`config.mk`:
```
export PLATFORM = sky130hd
export DESIGN_NAME = streaming_substring_matcher
export DESIGN_NICKNAME = d
export VERILOG_FILES = /design/src/hw/rtl/ssm_pkg.sv /design/src/hw/rtl/ssm_regs.sv /design/src/hw/rtl/ssm_front.sv /design/src/hw/rtl/ssm_queue.sv /design/src/hw/rtl/ssm_back.sv /design/src/hw/rtl/streaming_substring_matcher.sv
export SDC_FILE = /design/constraint.sdc
export NUM_CORES = 2
export LEC_CHECK = 0
export BUFFER_PORTS_ARGS = -buffer_cell sky130_fd_sc_hd__buf_4
export CORE_AREA = 2 2 449 451
export DETAILED_ROUTE_END_ITERATION = 8
export DIE_AREA = 0 0 451 453
export GPL_ROUTABILITY_DRIVEN = 0
export PLACE_DENSITY = 0.5
export SETUP_SLACK_MARGIN = 0.02
export SYNTH_ARGS = -nofsm -noshare
export SYNTH_HDL_FRONTEND = slang
export SYNTH_SLANG_ARGS = --single-unit
```
`constraint.sdc`:
```
create_clock -name clk -period 13.9 [get_ports clk]
set_input_delay 1.39 -clock clk [delete_from_list [all_inputs] [get_ports clk]]
set_output_delay 1.39 -clock clk [all_outputs]
set_load 0.02 [all_outputs]
```
`src/hw/rtl/ssm_pkg.sv`:
```
// Shared types and constants for the streaming substring matcher.
// No dependencies; every other file in hw/rtl imports this package.
`timescale 1ns / 1ps
`default_nettype none

package ssm_pkg;

  // Needle and code unit geometry
  localparam int NEEDLE_MAX     = 16;
  localparam int UNIT_BITS      = 16;
  localparam int SLOT_BITS      = 16;
  localparam int SLOTS_PER_WORD = 4;
  localparam int NEEDLE_WORDS   = 4;
  localparam int LEN_FIELD_W    = 5;
  localparam int LEN_W          = $clog2(NEEDLE_MAX + 1);
  localparam int IDX_W          = (NEEDLE_MAX > 1) ? $clog2(NEEDLE_MAX) : 1;

  // Scan counters and reported values
  localparam int INDEX_W = 32;
  localparam int POS_W   = 31;

  // Configuration port
  localparam int ADDR_W   = 6;
  localparam int DATA_W   = 64;
  localparam int REG_W    = 3;
  localparam int REG_LSB  = 3;

  localparam logic [REG_W-1:0] REG_NEEDLE_LENGTH = 3'd0;
  localparam logic [REG_W-1:0] REG_NEEDLE_A      = 3'd1;
  localparam logic [REG_W-1:0] REG_NEEDLE_B      = 3'd2;
  localparam logic [REG_W-1:0] REG_NEEDLE_C      = 3'd3;
  localparam logic [REG_W-1:0] REG_NEEDLE_D      = 3'd4;
  localparam logic [REG_W-1:0] REG_MATCH_ALL     = 3'd5;
  localparam logic [REG_W-1:0] REG_START_OFFSET  = 3'd6;

  // Job queue between front and back
  localparam int QUEUE_DEPTH = 4;
  localparam int QPTR_W      = (QUEUE_DEPTH > 1) ? $clog2(QUEUE_DEPTH) : 1;
  localparam int QCNT_W      = $clog2(QUEUE_DEPTH + 1);

  // Result kinds
  localparam logic KIND_MATCH = 1'b0;
  localparam logic KIND_END   = 1'b1;

  // Result parts of one job, in delivery order
  localparam int PART_M = 0;
  localparam int PART_E = 1;
  localparam int PART_F = 2;

  typedef struct packed {
    logic [15:0] code_unit;
    logic        final_unit;
  } unit_t;

  typedef struct packed {
    logic             kind;
    logic [POS_W-1:0] position;
    logic [POS_W-1:0] match_count;
    logic             run_end;
  } result_t;

  typedef struct packed {
    logic [LEN_FIELD_W-1:0]                 needle_length;
    logic [NEEDLE_WORDS-1:0][DATA_W-1:0]    needle_words;
    logic                                   match_all;
    logic [POS_W-1:0]                       start_offset;
  } cfg_t;

  // Everything one accepted unit asks the back end to report
  typedef struct packed {
    logic             m_valid;
    logic [POS_W-1:0] m_pos;
    logic [POS_W-1:0] m_cnt;
    logic             e_valid;
    logic             fin;
    logic [POS_W-1:0] end_pos;
    logic [POS_W-1:0] end_cnt;
  } job_t;

endpackage

`default_nettype wire

```
`src/hw/rtl/ssm_regs.sv`:
```
// Configuration register file behind the APB-style port.
// Depends on ssm_pkg for register indexes and the cfg_t bundle.
`timescale 1ns / 1ps
`default_nettype none

module ssm_regs
  import ssm_pkg::*;
(
  input  wire logic              clk,
  input  wire logic              rst,
  input  wire logic              psel,
  input  wire logic              penable,
  input  wire logic              pwrite,
  input  wire logic [ADDR_W-1:0] paddr,
  input  wire logic [DATA_W-1:0] pwdata,
  output      logic [DATA_W-1:0] prdata,
  output      logic              pready,
  output      cfg_t              cfg
);

  logic [REG_W-1:0] index;
  logic             wr_en;

  assign index  = paddr[REG_LSB +: REG_W];
  assign wr_en  = psel & penable & pwrite & pready;
  assign pready = 1'b1;

  always_ff @(posedge clk) begin
    if (rst) begin
      cfg <= '0;
    end else if (wr_en) begin
      unique case (index)
        REG_NEEDLE_LENGTH: cfg.needle_length <= pwdata[LEN_FIELD_W-1:0];
        REG_NEEDLE_A:      cfg.needle_words[0] <= pwdata;
        REG_NEEDLE_B:      cfg.needle_words[1] <= pwdata;
        REG_NEEDLE_C:      cfg.needle_words[2] <= pwdata;
        REG_NEEDLE_D:      cfg.needle_words[3] <= pwdata;
        REG_MATCH_ALL:     cfg.match_all <= pwdata[0];
        REG_START_OFFSET:  cfg.start_offset <= pwdata[POS_W-1:0];
        default: ;
      endcase
    end
  end

  always_comb begin
    unique case (index)
      REG_NEEDLE_LENGTH: prdata = DATA_W'(cfg.needle_length);
      REG_NEEDLE_A:      prdata = cfg.needle_words[0];
      REG_NEEDLE_B:      prdata = cfg.needle_words[1];
      REG_NEEDLE_C:      prdata = cfg.needle_words[2];
      REG_NEEDLE_D:      prdata = cfg.needle_words[3];
      REG_MATCH_ALL:     prdata = DATA_W'(cfg.match_all);
      REG_START_OFFSET:  prdata = DATA_W'(cfg.start_offset);
      default:           prdata = '0;
    endcase
  end

endmodule

`default_nettype wire

```
`src/hw/rtl/ssm_front.sv`:
```
// Front end: takes one code unit per cycle while the queue is not full, shifts the
// window, compares it against the needle and decides which reports the unit causes. Uses ssm_pkg.
`timescale 1ns / 1ps
`default_nettype none

module ssm_front
  import ssm_pkg::*;
(
  input  wire logic  clk,
  input  wire logic  rst,
  input  wire cfg_t  cfg,
  input  wire logic  unit_valid,
  input  wire unit_t unit_data,
  input  wire logic  full,
  output      logic  unit_stall,
  output      logic  push,
  output      job_t  job
);

  logic [NEEDLE_MAX-1:0][UNIT_BITS-1:0] window;
  logic [NEEDLE_MAX-1:0][UNIT_BITS-1:0] window_next;
  logic [NEEDLE_MAX-1:0][UNIT_BITS-1:0] needle;
  logic [LEN_W-1:0]                     fill;
  logic [LEN_W-1:0]                     fill_next;
  logic [INDEX_W-1:0]                   unit_index;
  logic [INDEX_W-1:0]                   next_start;
  logic [INDEX_W-1:0]                   seen;
  logic                                 found_any;

  logic [LEN_W-1:0]      len;
  logic [LEN_W-1:0]      midx;
  logic [NEEDLE_MAX-1:0] eq;
  logic [NEEDLE_MAX-1:0] mask;
  logic                  len_zero;
  logic                  match_eq;
  logic                  may_base;
  logic                  hit;
  logic                  e_hit;
  logic                  fin;
  logic                  accept;
  logic [INDEX_W-1:0]    start_pos;
  logic [INDEX_W-1:0]    total;
  logic [INDEX_W-1:0]    seen_after;

  assign unit_stall = full;
  assign accept     = unit_valid & ~unit_stall;
  assign fin        = unit_data.final_unit;

  always_comb begin
    for (int m = 0; m < NEEDLE_MAX; m++) begin
      needle[m] = cfg.needle_words[m / SLOTS_PER_WORD]
                    [(m % SLOTS_PER_WORD) * SLOT_BITS +: UNIT_BITS];
    end
  end

  always_comb begin
    window_next[0] = unit_data.code_unit[UNIT_BITS-1:0];
    for (int p = 1; p < NEEDLE_MAX; p++) begin
      window_next[p] = window[p-1];
    end
    fill_next = (fill < LEN_W'(NEEDLE_MAX)) ? fill + LEN_W'(1) : fill;
  end

  always_comb begin
    len = (cfg.needle_length > LEN_FIELD_W'(NEEDLE_MAX)) ? LEN_W'(NEEDLE_MAX)
                                                         : cfg.needle_length[LEN_W-1:0];
    midx = '0;
    // Window slot p holds needle unit len-1-p
    for (int p = 0; p < NEEDLE_MAX; p++) begin
      mask[p] = LEN_W'(p) < len;
      midx    = len - LEN_W'(p) - LEN_W'(1);
      eq[p]   = window_next[p] == needle[midx[IDX_W-1:0]];
    end
    match_eq = &(eq | ~mask);
    len_zero = len == '0;

    start_pos = len_zero ? unit_index
                         : unit_index - INDEX_W'(len) + INDEX_W'(1);
    total     = unit_index + INDEX_W'(1);
    may_base  = cfg.match_all | ~found_any;

    hit = (len_zero | ((fill_next >= len) & match_eq))
          & (start_pos >= INDEX_W'(cfg.start_offset))
          & may_base & (start_pos >= next_start);

    // Empty needle also matches at the end of the haystack
    e_hit = fin & len_zero & (hit ? cfg.match_all
                                  : (may_base & (total >= next_start)));

    seen_after = seen + INDEX_W'(hit) + INDEX_W'(e_hit);
  end

  always_comb begin
    push        = accept & (hit | e_hit | fin);
    job.m_valid = hit;
    job.m_pos   = start_pos[POS_W-1:0];
    job.m_cnt   = POS_W'(seen + INDEX_W'(1));
    job.e_valid = e_hit;
    job.fin     = fin;
    job.end_pos = total[POS_W-1:0];
    job.end_cnt = seen_after[POS_W-1:0];
  end

  always_ff @(posedge clk) begin
    if (accept) begin
      window <= window_next;
    end
  end

  always_ff @(posedge clk) begin
    if (rst) begin
      fill       <= '0;
      unit_index <= '0;
      next_start <= '0;
      seen       <= '0;
      found_any  <= 1'b0;
    end else if (accept) begin
      if (fin) begin
        fill       <= '0;
        unit_index <= '0;
        next_start <= '0;
        seen       <= '0;
        found_any  <= 1'b0;
      end else begin
        fill       <= fill_next;
        unit_index <= total;
        if (hit) begin
          // Resume the scan right after this match
          next_start <= total;
          seen       <= seen_after;
          found_any  <= 1'b1;
        end
      end
    end
  end

endmodule

`default_nettype wire

```
`src/hw/rtl/ssm_queue.sv`:
```
// Short job queue that decouples the front end from the result side.
// Uses ssm_pkg for job_t and the queue depth.
`timescale 1ns / 1ps
`default_nettype none

module ssm_queue
  import ssm_pkg::*;
(
  input  wire logic clk,
  input  wire logic rst,
  input  wire logic push,
  input  wire job_t push_data,
  input  wire logic pop,
  output      logic full,
  output      logic empty,
  output      job_t head
);

  job_t              entries [QUEUE_DEPTH];
  logic [QPTR_W-1:0] wptr;
  logic [QPTR_W-1:0] rptr;
  logic [QCNT_W-1:0] count;

  assign full  = count == QCNT_W'(QUEUE_DEPTH);
  assign empty = count == '0;
  assign head  = entries[rptr];

  always_ff @(posedge clk) begin
    if (push) begin
      entries[wptr] <= push_data;
    end
  end

  always_ff @(posedge clk) begin
    if (rst) begin
      wptr  <= '0;
      rptr  <= '0;
      count <= '0;
    end else begin
      if (push) begin
        wptr <= (wptr == QPTR_W'(QUEUE_DEPTH - 1)) ? '0 : wptr + QPTR_W'(1);
      end
      if (pop) begin
        rptr <= (rptr == QPTR_W'(QUEUE_DEPTH - 1)) ? '0 : rptr + QPTR_W'(1);
      end
      if (push && !pop) begin
        count <= count + QCNT_W'(1);
      end else if (pop && !push) begin
        count <= count - QCNT_W'(1);
      end
    end
  end

endmodule

`default_nettype wire

```
`src/hw/rtl/ssm_back.sv`:
```
// Back end: expands each queued job into one to three results and drives
// the registered result channel. Uses ssm_pkg.
`timescale 1ns / 1ps
`default_nettype none

module ssm_back
  import ssm_pkg::*;
(
  input  wire logic    clk,
  input  wire logic    rst,
  input  wire logic    empty,
  input  wire job_t    head,
  output      logic    pop,
  output      logic    result_valid,
  input  wire logic    result_stall,
  output      result_t result_data
);

  logic [2:0] done;
  logic [2:0] parts;
  logic [2:0] left;
  logic [2:0] pick;
  logic [2:0] rest;
  logic       advance;
  logic       take;
  result_t    next_result;

  always_comb begin
    parts[PART_M] = head.m_valid;
    parts[PART_E] = head.e_valid;
    parts[PART_F] = head.fin;
    left    = parts & ~done;
    pick    = left & (~left + 3'd1);
    rest    = left & ~pick;
    advance = ~result_valid | ~result_stall;
    take    = advance & ~empty;
    pop     = take & (rest == '0);
  end

  always_comb begin
    next_result.run_end = rest == '0;
    if (pick[PART_M]) begin
      next_result.kind        = KIND_MATCH;
      next_result.position    = head.m_pos;
      next_result.match_count = head.m_cnt;
    end else if (pick[PART_E]) begin
      next_result.kind        = KIND_MATCH;
      next_result.position    = head.end_pos;
      next_result.match_count = head.end_cnt;
    end else begin
      next_result.kind        = KIND_END;
      next_result.position    = head.end_pos;
      next_result.match_count = head.end_cnt;
    end
  end

  always_ff @(posedge clk) begin
    if (take) begin
      result_data <= next_result;
    end
  end

  always_ff @(posedge clk) begin
    if (rst) begin
      result_valid <= 1'b0;
      done         <= '0;
    end else begin
      if (take) begin
        result_valid <= 1'b1;
        // Clear progress once the job's last part goes out
        done <= pop ? '0 : (done | pick);
      end else if (advance) begin
        result_valid <= 1'b0;
      end
    end
  end

endmodule

`default_nettype wire

```
`src/hw/rtl/streaming_substring_matcher.sv`:
```
// Streaming substring matcher: one haystack code unit per cycle while the job
// queue has room, needle of up to 16 units compared in parallel against a
// shift window in the front end. An accepted unit's job enters the job queue,
// then the result register loads its first result, which transfers while
// result_stall is low. Throughput: the result register moves one result per
// cycle when not stalled; a final unit with an empty needle yields up to three.
// Reset: synchronous; clears the registers, scan state, queue and result valid.
`timescale 1ns / 1ps
`default_nettype none

module streaming_substring_matcher
  import ssm_pkg::*;
(
  input  wire logic              clk,
  input  wire logic              rst,
  input  wire logic              unit_valid,
  output      logic              unit_stall,
  input  wire unit_t             unit_data,
  output      logic              result_valid,
  input  wire logic              result_stall,
  output      result_t           result_data,
  input  wire logic              psel,
  input  wire logic              penable,
  input  wire logic              pwrite,
  input  wire logic [ADDR_W-1:0] paddr,
  input  wire logic [DATA_W-1:0] pwdata,
  output      logic [DATA_W-1:0] prdata,
  output      logic              pready
);

  cfg_t cfg;
  job_t job;
  job_t head;
  logic push;
  logic pop;
  logic full;
  logic empty;

  ssm_regs u_regs (
    .clk     (clk),
    .rst     (rst),
    .psel    (psel),
    .penable (penable),
    .pwrite  (pwrite),
    .paddr   (paddr),
    .pwdata  (pwdata),
    .prdata  (prdata),
    .pready  (pready),
    .cfg     (cfg)
  );

  ssm_front u_front (
    .clk        (clk),
    .rst        (rst),
    .cfg        (cfg),
    .unit_valid (unit_valid),
    .unit_data  (unit_data),
    .full       (full),
    .unit_stall (unit_stall),
    .push       (push),
    .job        (job)
  );

  ssm_queue u_queue (
    .clk       (clk),
    .rst       (rst),
    .push      (push),
    .push_data (job),
    .pop       (pop),
    .full      (full),
    .empty     (empty),
    .head      (head)
  );

  ssm_back u_back (
    .clk          (clk),
    .rst          (rst),
    .empty        (empty),
    .head         (head),
    .pop          (pop),
    .result_valid (result_valid),
    .result_stall (result_stall),
    .result_data  (result_data)
  );

`ifndef SYNTHESIS
  a_job_nonempty: assert property (@(posedge clk) disable iff (rst)
    push |-> (job.m_valid || job.e_valid || job.fin))
    else $error("queued job carries no result");

  a_end_match_final: assert property (@(posedge clk) disable iff (rst)
    (push && job.e_valid) |-> job.fin)
    else $error("end-of-string match on a unit that is not final");

  a_end_report_last: assert property (@(posedge clk) disable iff (rst)
    (result_valid && result_data.kind == KIND_END) |-> result_data.run_end)
    else $error("end report is not the last result of its unit");

  a_pop_when_avail: assert property (@(posedge clk) disable iff (rst)
    pop |-> !empty)
    else $error("queue popped while empty");
`endif

endmodule

`default_nettype wire

```
==> results by group <==
Outcome
  • Status: finished with violations
  • Failing checks: max-capacitance violations

Worst setup path
  • WP depth: 29
  • Crit. End Element: flop
  • Critical path class: reg2reg
  • CP startpoint kind: flop
  • FF-to-FF path depth: 29
  • Slowest-stage cell, CP: a2111oi_0
  • CP endpoint: u_queue.entries[1][30]$_DFFE_PP_
  • Worst r2r dst: u_queue.entries[1][30]$_DFFE_PP_
  • Worst endpoint data arrival time: 13.02 ns
  • Critical Path Source: u_regs.cfg[292]$_SDFFE_PP0P_
  • CP most frequent cell: nand3_1
  • Flop2flop setup slack: 1.50 ns
  • Crit path max-delay family: compound AO/OA/AOI/OAI gates
  • Worst Path Required: 14.53 ns
  • Worst-path maximum fanout: 40
  • RR Startpoint: u_regs.cfg[292]$_SDFFE_PP0P_
  • Max incr delay on CP: 1.18 ns
  • Worst Path Buf+Inv: 5

Final layout
  • Area Growth Syn to Fin: 12.1%
  • Utilization after layout: around 43%
  • Most frequent cells in the layout: nand2_1, edfxtp_1, mux2i_1
  • Commonest non-fill, non-tap cell in the layout: nand2_1
  • Final net count: 7230
  • Proportion of layout cells with a drive suffix above 1: 17.0%

Global route
  • Vias in the first global route: 57984
  • All-Layer GR Usage: 32.9%
  • Initial antenna violation count: 23
  • First-pass GRT wire length: 471 mm
  • Largest net degree at the start of global routing: about 130
  • Grt ovf: 0

Pwr
  • Sw frac: a little under a third
  • NetSw: approximately 0.0033 W
  • Clock power share: approximately a third
  • Internal power: 0.00745 W
  • Max VDD drop: 0.000121 V
  • Combinational share of power: 21.1%
  • Seq pwr share: a little over two fifths
  • Leakage: just under 30 nW
  • Total power per unit cell area: 127 mW/mm²

Job
  • Number of max-cap violations: 2

Timing
  • Slew Viols, Final: 0
  • Crit path time final: 12.40 ns
  • Tcrit/Tclk final: 89.2%
  • Clk_skew: 0.0496 ns
  • RSZ-0062 raised after global routing: no
  • Setup TNS: 0 ns
  • Worst Setup Slack, final: 1.50 ns
  • FMAX: approximately 81 MHz
  • Slew margin rel.: 1.49%
  • Final setup fails: 0
  • Worst-margin pin slew: 1.46 ns
  • Hold Fails Final Rpt: 0

Place
  • Post-DP HPWL: about 250 mm
  • Buffers on Ports: 220
  • Post-Place Setup Slack: 1.93 ns

Detailed routing
  • Final wirelength: 342 mm
  • Drt first pass iters: 8
  • DR vias/cell: 6.37
  • Drt initial violations: 9173
  • DRC viols: 0
  • DR WL/cell: 35.1 µm
  • Antenna viol nets, final: 0
  • Detailed-route via count: roughly 62000

Floorplanning
  • Initial Util: 37.9%
  • Height of the die: 453 µm
  • I/O Pins: 225
  • Placeable Area: 0.199 mm²
  • FP Rows: 164
  • Die width: 451 µm
  • Die area: 0.204 mm²

Synth
  • Synth Flop Type: edfxtp_1
  • Post-Syn Area: 0.0756 mm²
  • Post-synth cell types: 98
  • Synth area leaders: edfxtp_1, dfxtp_1, mux4_2, mux2i_1, nand2_1
  • Synth Instances: 7000
  • Synth Warn #: 0
  • Post-synth EDFFs: 812
  • Async SR Flop Fraction: 0%
  • Synth area leader: edfxtp_1
  • Syn Area/Cell: about 11 µm²
  • Sequential area share after synthesis: 43.0%
  • Syn_nets: slightly above 7000
  • Post-synth top area share: about 32%
  • Flip-flop and latch count after synthesis: 1219

Clock network
  • H-tree depth: 4
  • Root buffer cell: clkbuf_16
  • CTS Sinks: about 1200
  • Clock slew at reported path FFs: approximately 0.07 ns
  • Number of CTS-inserted buffers: 140
  • Hold_buf cts: 0
  • Clock Path Buffers: 3
  • Later-pin clock latency in the skew report: 0.85 ns
  • # Post-CTS Setup Buffers: 0
  • Post-CTS Resized: 0
  • CTS tree: yes

Min path
  • Hold Crit Class: reg2reg
how the worst min path moves through the flow:
| stage | slack [ns] | to | start | cells after the start |
|---|---|---|---|---|
| after global placement | 0.43 | u_front.window[171]$_DFFE_PP_ | u_front.window[155]$_DFFE_PP_ | 0 |
| after global routing | 0.47 | u_front.window[171]$_DFFE_PP_ | u_front.window[155]$_DFFE_PP_ | 0 |
| final | 0.45 | u_front.window[171]$_DFFE_PP_ | u_front.window[155]$_DFFE_PP_ | 0 |
| after detailed placement | 0.45 | u_front.window[171]$_DFFE_PP_ | u_front.window[155]$_DFFE_PP_ | 0 |
| after CTS | 0.45 | u_front.window[171]$_DFFE_PP_ | u_front.window[155]$_DFFE_PP_ | 0 |
| after floorplan | 0.42 | u_front.window[186]$_DFFE_PP_ | u_front.window[170]$_DFFE_PP_ | 0 |
registers in the layout, indices dropped and copies added, names as in the netlist, named ones only:
register / flops
u_front.found_any: 1
u_front.next_start: 32
u_front.fill: 5
u_back.result_valid: 1
u_front.unit_index: 32
u_back.done: 3
u_regs.cfg: 293
u_front.window: 240
u_queue.wptr: 2
u_queue.entries: 508
u_queue.rptr: 2
u_queue.count: 3
u_back.result_data: 64
u_front.seen: 31
area by class of cell:
class	instances	area, µm²
fill	18781	115000
multi-input combinational	4978	40100
sequential	1219	32500
clock buffer	178	3730
tap	2656	3320
timing repair buffer	408	3260
clock inverter	81	928
inverter	207	793
antenna	15	37.5
metrics by stage:
step           hold slack [ns]  cells  total power [W]  instance area [µm²]
2_1_floorplan            0.424   7000          0.00618                75600
3_3_place_gp             0.433   9462          0.00704                79800
3_5_place_dp             0.447   9462          0.00707                79800
4_1_cts                  0.451   9721           0.0108                84500
5_1_grt                  0.469   9735           0.0111                84700
6_report                 0.451   9742           0.0108                84700
power groups by stage:
| stage | logic [W] | registers (W) | clock network, W |
|---|---|---|---|
| 2_1_floorplan | 0.00139 | 0.00479 | 0 |
| 3_3_place_gp | 0.00225 | 0.00479 | 0 |
| 3_5_place_dp | 0.00227 | 0.00480 | 0 |
| 4_1_cts | 0.00228 | 0.00473 | 0.00382 |
| 5_1_grt | 0.00241 | 0.00476 | 0.00396 |
| 6_report | 0.00228 | 0.00474 | 0.00376 |
cells by family (layout without fill, tap and decap cells):
kind of cell,after synthesis,after routing,synth area share (%)
DFF,1219,1219,43.0
AOI/OAI and AO/OA,1435,1435,12.6
adders and majority gates,182,182,3.04
buffers and inverters,803,874,4.41
muxes,1106,1106,20.6
other,1,16,0.00496
xor gates and xnor gates,519,519,6.09
and+or+nand+nor,1735,1735,10.2
per-layer routing:
layer	wire, µm	GRT usage [%]	vias up
met5	270	0	-
met4	33200	25.7	14
met3	36900	11.1	1112
met2	145000	48.1	4012
met1	126000	39.6	30848
li1	-	-	26093
synth_stat cells, drive strengths merged (14+ instances only):
master,instances
nand2,997
edfxtp,812
mux2i,638
a21oi,502
dfxtp,407
mux4,350
clkbuf,342
xnor2,298
buf,254
nor2,233
xor2,219
inv,205
o21ai,198
ha,179
a22oi,135
mux2,118
nand3,108
nor3,79
o211ai,71
o22ai,66
nand4,65
and3,53
nand2b,50
a21o,41
o32ai,39
a31oi,37
a2bb2oi,29
a211oi,28
a221o,28
nor4,28
and2,26
o31ai,25
a2111oi,23
a32oi,21
o2111ai,21
or3,20
o22a,19
o221ai,18
a221oi,17
nor2b,17
nor3b,15
o21a,15
o311ai,14
No activity file was read; power rests on OpenSTA's default activity.
